File: src/rtl/totp_pkg.sv
// shared types, constants and sha-1 helpers for the totp token generator
package totp_pkg;

  localparam int MaxKeyBytesDef = 24;
  localparam int TimeW          = 63;
  localparam int TokenW         = 27;
  localparam int CfgIdxW        = 3;
  localparam int CfgDataW       = 64;
  localparam int CtrW           = 63;
  localparam int IntervalW      = 16;
  localparam int EpochW         = 32;
  localparam int KeyLenW        = 5;
  localparam int DigitW         = 4;
  localparam int QueueDepth     = 2;

  localparam logic [CfgIdxW-1:0] RegKeyLow   = 3'd0;
  localparam logic [CfgIdxW-1:0] RegKeyMid   = 3'd1;
  localparam logic [CfgIdxW-1:0] RegKeyHigh  = 3'd2;
  localparam logic [CfgIdxW-1:0] RegKeyLen   = 3'd3;
  localparam logic [CfgIdxW-1:0] RegEpoch    = 3'd4;
  localparam logic [CfgIdxW-1:0] RegInterval = 3'd5;
  localparam logic [CfgIdxW-1:0] RegDigits   = 3'd6;

  localparam logic [7:0]  Ipad       = 8'h36;
  localparam logic [7:0]  Opad       = 8'h5c;
  localparam logic [31:0] OffsetMask = 32'h0000_000f;
  localparam logic [31:0] TruncMask  = 32'h7fff_ffff;

  typedef enum logic [1:0] {
    FR_IDLE,
    FR_DIV,
    FR_PUSH
  } front_state_e;

  typedef enum logic [3:0] {
    BK_IDLE,
    BK_LOAD,
    BK_ROUND,
    BK_ADD,
    BK_TRUNC,
    BK_MOD,
    BK_OUT
  } back_state_e;

  // per-item config snapshot travelling with the counter
  typedef struct packed {
    logic [CtrW-1:0] ctr;
    logic [3:0]      digits;
  } job_t;

  function automatic logic [31:0] rotl1(input logic [31:0] x);
    rotl1 = {x[30:0], x[31]};
  endfunction

  function automatic logic [31:0] rotl5(input logic [31:0] x);
    rotl5 = {x[26:0], x[31:27]};
  endfunction

  function automatic logic [31:0] rotl30(input logic [31:0] x);
    rotl30 = {x[1:0], x[31:2]};
  endfunction

  function automatic logic [31:0] sha_k(input logic [6:0] r);
    if (r < 7'd20)      sha_k = 32'h5a827999;
    else if (r < 7'd40) sha_k = 32'h6ed9eba1;
    else if (r < 7'd60) sha_k = 32'h8f1bbcdc;
    else                sha_k = 32'hca62c1d6;
  endfunction

  function automatic logic [31:0] sha_f(input logic [6:0] r, input logic [31:0] b,
                                        input logic [31:0] c, input logic [31:0] d);
    if (r < 7'd20)      sha_f = (b & c) | (~b & d);
    else if (r < 7'd40) sha_f = b ^ c ^ d;
    else if (r < 7'd60) sha_f = (b & c) | (b & d) | (c & d);
    else                sha_f = b ^ c ^ d;
  endfunction

endpackage

File: src/rtl/totp_front.sv
// front end: takes items, forms the time-step counter by serial division
module totp_front import totp_pkg::*; (
  input  logic                 clk_i,
  input  logic                 rst_ni,
  input  logic                 in_valid_i,
  output logic                 in_stall_o,
  input  logic [TimeW-1:0]     unix_time_i,
  input  logic [EpochW-1:0]    epoch_q_i,
  input  logic [IntervalW-1:0] interval_q_i,
  input  logic [DigitW-1:0]    digits_q_i,
  output logic                 push_o,
  output job_t                 job_o,
  input  logic                 full_i
);

  front_state_e     state_q, state_d;
  logic [CtrW-1:0]  quo_q, quo_d;
  logic [IntervalW-1:0] rem_q, rem_d;
  logic [5:0]       cnt_q, cnt_d;
  logic [IntervalW-1:0] div_q, div_d;
  logic [3:0]       dig_q, dig_d;
  logic [IntervalW:0] trial;

  assign trial = {rem_q, quo_q[CtrW-1]};

  always_ff @(posedge clk_i or negedge rst_ni) begin
    if (!rst_ni) begin
      state_q <= FR_IDLE;
      cnt_q   <= '0;
    end else begin
      state_q <= state_d;
      cnt_q   <= cnt_d;
    end
  end

  always_ff @(posedge clk_i) begin
    quo_q <= quo_d;
    rem_q <= rem_d;
    div_q <= div_d;
    dig_q <= dig_d;
  end

  always_comb begin
    state_d    = state_q;
    quo_d      = quo_q;
    rem_d      = rem_q;
    cnt_d      = cnt_q;
    div_d      = div_q;
    dig_d      = dig_q;
    in_stall_o = 1'b1;
    push_o     = 1'b0;
    job_o.ctr    = quo_q;
    job_o.digits = dig_q;
    case (state_q)
      FR_IDLE: begin
        in_stall_o = 1'b0;
        if (in_valid_i) begin
          // time before the epoch saturates to a zero counter
          quo_d = (unix_time_i < {31'd0, epoch_q_i}) ? '0
                : unix_time_i - {31'd0, epoch_q_i};
          rem_d = '0;
          cnt_d = 6'(CtrW);
          div_d = (interval_q_i == '0) ? IntervalW'(1) : interval_q_i;
          if (digits_q_i < 4'd6)      dig_d = 4'd6;
          else if (digits_q_i > 4'd8) dig_d = 4'd8;
          else                        dig_d = digits_q_i;
          state_d = FR_DIV;
        end
      end
      FR_DIV: begin
        // restoring division, one quotient bit per cycle
        if (trial >= {1'b0, div_q}) begin
          rem_d = IntervalW'(trial - {1'b0, div_q});
          quo_d = {quo_q[CtrW-2:0], 1'b1};
        end else begin
          rem_d = trial[IntervalW-1:0];
          quo_d = {quo_q[CtrW-2:0], 1'b0};
        end
        cnt_d = cnt_q - 6'd1;
        if (cnt_q == 6'd1) state_d = FR_PUSH;
      end
      FR_PUSH: begin
        if (!full_i) begin
          push_o  = 1'b1;
          state_d = FR_IDLE;
        end
      end
      default: state_d = FR_IDLE;
    endcase
  end

  assert property (@(posedge clk_i) disable iff (!rst_ni) push_o |-> !full_i)
    else $error("push into full queue");
  assert property (@(posedge clk_i) disable iff (!rst_ni)
    (state_q == FR_DIV) |-> (cnt_q != 6'd0))
    else $error("divider count underflow");
  assert property (@(posedge clk_i) disable iff (!rst_ni)
    push_o |-> (dig_q >= 4'd6 && dig_q <= 4'd8))
    else $error("digit count out of range");

endmodule

File: src/rtl/totp_queue.sv
// short fifo of counter jobs between front and back
module totp_queue import totp_pkg::*; #(
  parameter int Depth = QueueDepth
) (
  input  logic clk_i,
  input  logic rst_ni,
  input  logic push_i,
  input  job_t data_i,
  output logic full_o,
  input  logic pop_i,
  output logic empty_o,
  output job_t data_o
);

  localparam int PtrW = (Depth > 1) ? $clog2(Depth) : 1;

  job_t            mem_q [Depth];
  logic [PtrW-1:0] wr_q, rd_q;
  logic [PtrW:0]   cnt_q;

  assign full_o  = (cnt_q == (PtrW+1)'(Depth));
  assign empty_o = (cnt_q == '0);
  assign data_o  = mem_q[rd_q];

  always_ff @(posedge clk_i or negedge rst_ni) begin
    if (!rst_ni) begin
      wr_q  <= '0;
      rd_q  <= '0;
      cnt_q <= '0;
    end else begin
      if (push_i) wr_q <= (wr_q == PtrW'(Depth-1)) ? '0 : wr_q + PtrW'(1);
      if (pop_i)  rd_q <= (rd_q == PtrW'(Depth-1)) ? '0 : rd_q + PtrW'(1);
      cnt_q <= cnt_q + (PtrW+1)'(push_i) - (PtrW+1)'(pop_i);
    end
  end

  always_ff @(posedge clk_i) begin
    if (push_i) mem_q[wr_q] <= data_i;
  end

  assert property (@(posedge clk_i) disable iff (!rst_ni) pop_i |-> !empty_o)
    else $error("pop from empty queue");
  assert property (@(posedge clk_i) disable iff (!rst_ni)
    cnt_q <= (PtrW+1)'(Depth))
    else $error("queue count overflow");
  assert property (@(posedge clk_i) disable iff (!rst_ni)
    (push_i && !pop_i) |=> !empty_o)
    else $error("push lost");

endmodule

File: src/rtl/totp_back.sv
// back end: hmac-sha1 over four blocks, truncation and serial modulo
module totp_back import totp_pkg::*; #(
  parameter int MaxKeyBytes = MaxKeyBytesDef
) (
  input  logic              clk_i,
  input  logic              rst_ni,
  input  logic              empty_i,
  input  job_t              job_i,
  output logic              pop_o,
  input  logic [63:0]       key_low_i,
  input  logic [63:0]       key_mid_i,
  input  logic [63:0]       key_high_i,
  input  logic [KeyLenW-1:0] key_len_i,
  output logic              out_valid_o,
  input  logic              out_stall_i,
  output logic [TokenW-1:0] token_o
);

  localparam int KlW = (MaxKeyBytes > 31) ? 7 : 6;

  back_state_e  state_q, state_d;
  logic [1:0]   blk_q, blk_d;          // 0 inner key, 1 inner msg, 2 outer key, 3 outer msg
  logic [6:0]   rnd_q, rnd_d;
  logic [31:0]  w_q [16];
  logic [31:0]  w_d [16];
  logic [31:0]  a_q, b_q, c_q, d_q, e_q, a_d, b_d, c_d, d_d, e_d;
  logic [159:0] h_q, h_d, inner_q, inner_d;
  job_t         job_q, job_d;
  logic [58:0]  rem_q, rem_d;          // modulo work: remainder shifted left
  logic [5:0]   mcnt_q, mcnt_d;
  logic [26:0]  mod_q, mod_d;
  logic [TokenW-1:0] tok_q, tok_d;
  logic         ov_q, ov_d;

  logic [KlW-1:0] klen;
  logic [511:0]   blk_data;
  logic [31:0]    wnew, tmp;
  logic [31:0]    p;
  logic [3:0]     off;
  logic [159:0]   hsum;
  logic [191:0]   keyall;

  assign klen   = (key_len_i > KeyLenW'(MaxKeyBytes > 31 ? 31 : MaxKeyBytes))
                ? KlW'(MaxKeyBytes) : KlW'(key_len_i);
  assign keyall = {key_low_i, key_mid_i, key_high_i};

  // assemble the 64-byte block for the current compression
  always_comb begin
    blk_data = '0;
    for (int i = 0; i < 64; i++) begin
      logic [7:0] kb;
      kb = 8'd0;
      if (i < 24 && i < MaxKeyBytes && KlW'(i) < klen) kb = keyall[191-8*i -: 8];
      if (blk_q == 2'd0) blk_data[511-8*i -: 8] = kb ^ Ipad;
      else if (blk_q == 2'd2) blk_data[511-8*i -: 8] = kb ^ Opad;
    end
    if (blk_q == 2'd1) begin
      blk_data = {1'b0, job_q.ctr, 8'h80, 376'd0, 64'd576};
    end else if (blk_q == 2'd3) begin
      blk_data = {inner_q, 8'h80, 280'd0, 64'd672};
    end
  end

  assign wnew = (rnd_q < 7'd16) ? w_q[0]
              : rotl1(w_q[13] ^ w_q[8] ^ w_q[2] ^ w_q[0]);
  assign tmp  = rotl5(a_q) + sha_f(rnd_q, b_q, c_q, d_q) + e_q + sha_k(rnd_q) + wnew;
  assign hsum = {h_q[159:128] + a_q, h_q[127:96] + b_q, h_q[95:64] + c_q,
                 h_q[63:32] + d_q, h_q[31:0] + e_q};
  assign off  = h_q[3:0];
  assign p    = h_q[159 - 8*off -: 32] & TruncMask;

  always_ff @(posedge clk_i or negedge rst_ni) begin
    if (!rst_ni) begin
      state_q <= BK_IDLE;
      ov_q    <= 1'b0;
    end else begin
      state_q <= state_d;
      ov_q    <= ov_d;
    end
  end

  always_ff @(posedge clk_i) begin
    blk_q <= blk_d; rnd_q <= rnd_d; w_q <= w_d;
    a_q <= a_d; b_q <= b_d; c_q <= c_d; d_q <= d_d; e_q <= e_d;
    h_q <= h_d; inner_q <= inner_d; job_q <= job_d;
    rem_q <= rem_d; mcnt_q <= mcnt_d; mod_q <= mod_d; tok_q <= tok_d;
  end

  always_comb begin
    state_d = state_q; blk_d = blk_q; rnd_d = rnd_q; w_d = w_q;
    a_d = a_q; b_d = b_q; c_d = c_q; d_d = d_q; e_d = e_q;
    h_d = h_q; inner_d = inner_q; job_d = job_q;
    rem_d = rem_q; mcnt_d = mcnt_q; mod_d = mod_q; tok_d = tok_q; ov_d = ov_q;
    pop_o = 1'b0;
    case (state_q)
      BK_IDLE: begin
        if (!empty_i) begin
          pop_o   = 1'b1;
          job_d   = job_i;
          blk_d   = 2'd0;
          h_d     = 160'h67452301_efcdab89_98badcfe_10325476_c3d2e1f0;
          state_d = BK_LOAD;
        end
      end
      BK_LOAD: begin
        for (int i = 0; i < 16; i++) w_d[i] = blk_data[511-32*i -: 32];
        {a_d, b_d, c_d, d_d, e_d} = h_q;
        rnd_d   = '0;
        state_d = BK_ROUND;
      end
      BK_ROUND: begin
        // 16-word schedule window slides one word per round
        for (int i = 0; i < 15; i++) w_d[i] = w_q[i+1];
        w_d[15] = wnew;
        e_d = d_q; d_d = c_q; c_d = rotl30(b_q); b_d = a_q; a_d = tmp;
        rnd_d = rnd_q + 7'd1;
        if (rnd_q == 7'd79) state_d = BK_ADD;
      end
      BK_ADD: begin
        h_d = hsum;
        if (blk_q == 2'd1) begin
          inner_d = hsum;
          h_d     = 160'h67452301_efcdab89_98badcfe_10325476_c3d2e1f0;
        end
        blk_d = blk_q + 2'd1;
        if (blk_q == 2'd3) state_d = BK_TRUNC;
        else               state_d = BK_LOAD;
      end
      BK_TRUNC: begin
        case (job_q.digits)
          4'd7:    mod_d = 27'd10000000;
          4'd8:    mod_d = 27'd100000000;
          default: mod_d = 27'd1000000;
        endcase
        rem_d   = {27'd0, p};
        mcnt_d  = 6'd32;
        state_d = BK_MOD;
      end
      BK_MOD: begin
        // restoring remainder: rem_q[58:32] partial remainder, [31:0] dividend
        begin
          logic [27:0] tr;
          tr = {rem_q[58:32], rem_q[31]};
          if (tr >= {1'b0, mod_q}) rem_d = {27'(tr - {1'b0, mod_q}), rem_q[30:0], 1'b0};
          else                     rem_d = {tr[26:0], rem_q[30:0], 1'b0};
        end
        mcnt_d = mcnt_q - 6'd1;
        if (mcnt_q == 6'd1) state_d = BK_OUT;
      end
      BK_OUT: begin
        tok_d   = rem_q[58:32];
        ov_d    = 1'b1;
        state_d = BK_IDLE;
      end
      default: state_d = BK_IDLE;
    endcase
    if (ov_q && !out_stall_i) ov_d = (state_q == BK_OUT);
    if (state_q == BK_IDLE && ov_q && out_stall_i) begin
      pop_o   = 1'b0;
      state_d = BK_IDLE;
      job_d   = job_q;
      h_d     = h_q;
    end
  end

  assign out_valid_o = ov_q;
  assign token_o     = tok_q;

  assert property (@(posedge clk_i) disable iff (!rst_ni)
    (out_valid_o && out_stall_i) |=> out_valid_o)
    else $error("output dropped under stall");
  assert property (@(posedge clk_i) disable iff (!rst_ni)
    out_valid_o |-> (token_o < 27'd100000000))
    else $error("token out of range");
  assert property (@(posedge clk_i) disable iff (!rst_ni)
    (state_q == BK_ROUND) |-> (rnd_q < 7'd80))
    else $error("round count overflow");

endmodule

File: src/rtl/totp_token_generator.sv
// top level: totp token generator with config registers
// pipeline: accept, serial division, push, pop, then four sha-1 compressions
// (load, 80 rounds, add each), then truncation, modulo and output
// throughput is set by the single sha-1 round unit in the back end, one job at a time
// front and back overlap through a 2-entry job queue
// reset: asynchronous active low; registers take their documented reset values
module totp_token_generator import totp_pkg::*; #(
  parameter int MaxKeyBytes = MaxKeyBytesDef
) (
  input  logic                clk_i,
  input  logic                rst_ni,
  input  logic                in_valid,
  output logic                in_stall,
  input  logic [TimeW-1:0]    unix_time_i,
  output logic                out_valid,
  input  logic                out_stall,
  output logic [TokenW-1:0]   token_o,
  input  logic                cfg_valid,
  output logic                cfg_ready,
  input  logic [CfgIdxW-1:0]  cfg_index_i,
  input  logic [CfgDataW-1:0] cfg_data_i
);

  logic [63:0]          key_low_q, key_mid_q, key_high_q;
  logic [KeyLenW-1:0]   key_len_q;
  logic [EpochW-1:0]    epoch_q;
  logic [IntervalW-1:0] interval_q;
  logic [DigitW-1:0]    digits_q;

  logic push, full, pop, empty;
  job_t job_in, job_out;

  assign cfg_ready = 1'b1;

  always_ff @(posedge clk_i or negedge rst_ni) begin
    if (!rst_ni) begin
      key_low_q  <= '0;
      key_mid_q  <= '0;
      key_high_q <= '0;
      key_len_q  <= KeyLenW'(20);
      epoch_q    <= '0;
      interval_q <= IntervalW'(30);
      digits_q   <= DigitW'(6);
    end else if (cfg_valid) begin
      case (cfg_index_i)
        RegKeyLow:   key_low_q  <= cfg_data_i;
        RegKeyMid:   key_mid_q  <= cfg_data_i;
        RegKeyHigh:  key_high_q <= cfg_data_i;
        RegKeyLen:   key_len_q  <= cfg_data_i[KeyLenW-1:0];
        RegEpoch:    epoch_q    <= cfg_data_i[EpochW-1:0];
        RegInterval: interval_q <= cfg_data_i[IntervalW-1:0];
        RegDigits:   digits_q   <= cfg_data_i[DigitW-1:0];
        default: ;
      endcase
    end
  end

  totp_front u_front (
    .clk_i, .rst_ni,
    .in_valid_i(in_valid), .in_stall_o(in_stall), .unix_time_i,
    .epoch_q_i(epoch_q), .interval_q_i(interval_q), .digits_q_i(digits_q),
    .push_o(push), .job_o(job_in), .full_i(full)
  );

  totp_queue #(.Depth(QueueDepth)) u_queue (
    .clk_i, .rst_ni,
    .push_i(push), .data_i(job_in), .full_o(full),
    .pop_i(pop), .empty_o(empty), .data_o(job_out)
  );

  totp_back #(.MaxKeyBytes(MaxKeyBytes)) u_back (
    .clk_i, .rst_ni,
    .empty_i(empty), .job_i(job_out), .pop_o(pop),
    .key_low_i(key_low_q), .key_mid_i(key_mid_q), .key_high_i(key_high_q),
    .key_len_i(key_len_q),
    .out_valid_o(out_valid), .out_stall_i(out_stall), .token_o
  );

endmodule

File: config.mk
export PLATFORM = sky130hd
export DESIGN_NAME = totp_token_generator
export DESIGN_NICKNAME = d
export VERILOG_FILES = /design/src/rtl/totp_pkg.sv /design/src/rtl/totp_front.sv /design/src/rtl/totp_queue.sv /design/src/rtl/totp_back.sv /design/src/rtl/totp_token_generator.sv
export SDC_FILE = /design/constraint.sdc
export NUM_CORES = 2
export LEC_CHECK = 0
export ABC_AREA = 1
export BUFFER_PORTS_ARGS = -buffer_cell sky130_fd_sc_hd__buf_2
export CAP_MARGIN = 5
export CORE_ASPECT_RATIO = 1.1
export CORE_MARGIN = 4
export CORE_UTILIZATION = 51
export CTS_CLUSTER_SIZE = 20
export DETAILED_ROUTE_END_ITERATION = 12
export PLACE_DENSITY = 0.76
export SYNTH_ARGS = -nofsm -noshare
export SYNTH_HDL_FRONTEND = slang
export SYNTH_SLANG_ARGS = --single-unit
File: constraint.sdc
create_clock -name clk_i -period 154.9 [get_ports clk_i]
set_clock_uncertainty 0.2 [all_clocks]
set_input_delay 7.745 -clock clk_i [delete_from_list [all_inputs] [get_ports clk_i]]
set_output_delay 7.745 -clock clk_i [all_outputs]
set_load 0.02 [all_outputs]
==> run_results.csv <==
group,metric,value,unit
cells_and_area,synthToLayoutAreaGrowth,9.78,%
cts,cts_setup_buffers,0,
timing,timing.final.crit_share,6.40,%
global_route,grt_max_degree,146,
logic_synthesis,synth_compound_area_share,12.0,%
floorplanning,ios,165,
logic_synthesis,ys_ff_latch,1664,
route,wl_met1,139000,um
timing,tightest_slew,1.39,ns
logic_synthesis,synth_area_leader_cell,"edfxtp_1",
cts,tritoncts,"built",
cells_and_area,drive_gt1_share,7.37,%
logic_synthesis,synth_area,92200,um^2
global_route,grt_use_total,39.6,%
route,top_layer_used,"met5",
route,dr_wl_met2,162000,um
route,drt_pre_antenna_iters,10,
place,globalplace.congestion,1.04,
place,dp_hpwl,287000,um
job,drv_cap,0,
global_route,grt_pass1_vias,73400,
logic_synthesis,yosysUniqueCellTypes,67,
floorplanning,start_util,51.3,%
timing,fmax,101,MHz
route,routed_wirelength,376000,um
cts,cts_max_level,4,
cells_and_area,final_common_cell,"nand2_1",
logic_synthesis,synth-simple-area-share,18.4,%
timing,setup_violations,0,
setup_path,critPathCaptureType,"register",
route,wl_per_cell,29.6,um
route,wl_met3,42900,um
timing,tns,0,ns
floorplanning,rows,163,
setup_path,arrival,10.16,ns
floorplanning,die_area,188000,um^2
place,portBuffers,163,
timing,drv_slew,0,
global_route,antenna_found_initial,28,
route,viasPerCell,6.09,
route,drtIter0Drc,11000,
logic_synthesis,synth-edff-count,1399,
logic_synthesis,synthAdderAreaFrac,6.82,%
cells_and_area,post-route-util,56.3,%
route,drc,0,
global_route,grt_overflow,0,
setup_path,path_max_fanout,55,
logic_synthesis,synthesis.nets,10700,
setup_path,start_kind,"primary input",
timing,hold_viol,0,
status,status,"complete, no violations",
logic_synthesis,synthTopCellsByArea,"edfxtp_1 (46%), nand2_1 (11%), dfrtp_1 (7.0%), o21ai_0 (5.4%), inv_1 (4.5%)",
floorplanning,coreArea,180000,um^2
cts,hold_buffers,0,
logic_synthesis,synth.avg_cell_area,9.06,um^2
cts,clock_latency,0.85,ns
route,ant_nets,0,
cts,clk_path_buf_depth,3,
logic_synthesis,syn_inst,10200,
cts,clkTransAtPathRegs,0.06,ns
logic_synthesis,synthXorXnorAreaFrac,2.68,%
cts,cts_root_buf,"clkbuf_16",
logic_synthesis,seq_area_frac_synth,52.8,%
floorplanning,die_y,454,um
cells_and_area,fin_nets,10700,
cts,cts-buffers-inserted,173,
global_route,grt_pass1_wl,528000,um
setup_path,cp.required,155.16,ns
cts,cts_resized,0,
worst_hold_path,hp-class,"reg -> reg",
logic_synthesis,netlist.area_leader.share,45.6,%
logic_synthesis,synth_top_flop_cell,"edfxtp_1",
logic_synthesis,synthMuxAreaShare,0.894,%
cts,cts_sinks,1664,
floorplanning,die_w,413,um
cells_and_area,fillCellCount,15900,
timing,slew_headroom,6.24,%
logic_synthesis,async_reset_ff_share,15.9,%
timing,min_period,9.91,ns
cells_and_area,final_cell_mix,"nand2_1 (2740), edfxtp_1 (1399), inv_1 (1096), o21ai_0 (1002), nor2_1 (692)",
route,num_vias,77600,
logic_synthesis,yosysWarnings,0,
timing,rsz0062_at_grt,"false",
setup_path,worst-setup-path-type,"in -> reg",
logic_synthesis,synth_top_family_by_area,"simple AND/OR/NAND/NOR gates",
==> per-stage QoR <==
step | hold slack, ns | worst slack (ns) | std cells | area (um^2)
after detailed placement | 0.239 | 144.15 | 12400 | 95200
after CTS | 0.255 | 145.05 | 12700 | 101000
final | 0.255 | 144.99 | 12700 | 101000
after global placement | 0.224 | 144.18 | 12400 | 95200
after floorplan | 0.221 | 104.30 | 10200 | 92200
after global routing | 0.268 | 144.82 | 12700 | 101000
==> flip-flops by register name, indices dropped and copies added (netlist names), 59 cells and up <==
| signal | flops |
|---|---|
| key_high_q | 64 |
| key_low_q | 64 |
| key_mid_q | 64 |
| u_back.h_q | 160 |
| u_back.inner_q | 160 |
| u_back.job_q | 67 |
| u_back.rem_q | 59 |
| u_back.w_q | 512 |
| u_front.quo_q | 63 |
| u_queue.mem_q | 134 |
==> worst paths after layout <==
check	startpoint	end	slack, ns	cells after the start
worst min-delay path	u_back.rem_q[32]	u_back.token_o[0]	0.26	0
min in group asynchronous	rst_ni	epoch_q[8]	6.79	1
worst max-delay path	in_valid	u_front.quo_q[53]	144.99	6
worst min register to register	u_back.rem_q[32]	u_back.token_o[0]	0.26	0
worst max register to register	u_back.rnd_q[5]	u_back.a_q[25]	147.39	25
max in group asynchronous	rst_ni	u_back.out_valid_o	145.88	2
==> cell families (layout without fill, tap and decap cells) <==
logic type,after synthesis,after routing
xor gates and xnor gates,282,282
and+or+nand+nor,4177,4177
buffers and inverters,1549,1707
other,1,17
adders and majority gates,426,426
muxes,74,74
AOI/OAI and AO/OA,2000,2000
DFF,1664,1664
==> area by class of cell <==
class | count | area [um^2] | share of cell area [%]
diodes | 16 | 40.0 | 0.0396
clock buffers | 217 | 4630 | 4.57
clock inverters | 107 | 1330 | 1.32
inverters | 1120 | 4220 | 4.16
multi-input cells | 6960 | 37700 | 37.3
flip-flops and latches | 1664 | 48700 | 48.1
well taps | 2392 | 2990 | 2.96
repair buffers | 263 | 1610 | 1.59
==> routing by layer <==
layer  vias to the layer above  global-route usage, %
li1                      34200                      -
met1                     37600                   50.9
met2                      4732                   58.9
met3                       943                   10.0
met4                        18                   27.2
met5                         -                      0
==> critical path, stage by stage <==
cell,delay [ns]
buf_2,0.08
nand2_1,0.06
inv_1,0.74
nor2_1,0.21
inv_2,0.49
buf_4,0.73
==> cells in the mapped netlist (all sizes together) (14+ instances only) <==
| cell | instances |
|---|---|
| clkbuf | 287 |
| o221ai | 47 |
| ha | 299 |
| buf | 142 |
| dfrtp | 257 |
| fa | 127 |
| nand3b | 20 |
| a21o | 43 |
| a21boi | 14 |
| nand3 | 445 |
| edfxtp | 1399 |
| nor3 | 83 |
| o21bai | 33 |
| a31oi | 46 |
| nand4 | 67 |
| or2 | 64 |
| nand2 | 2764 |
| nor2 | 708 |
| a21oi | 574 |
| o22ai | 56 |
| xnor2 | 164 |
| inv | 1119 |
| o211ai | 40 |
| xor2 | 118 |
| o21ai | 1046 |
| mux2 | 67 |
Power is left out: the tool's default activity adds up to more than one toggle a clock period on the data nets, which glitch-free logic cannot reach.
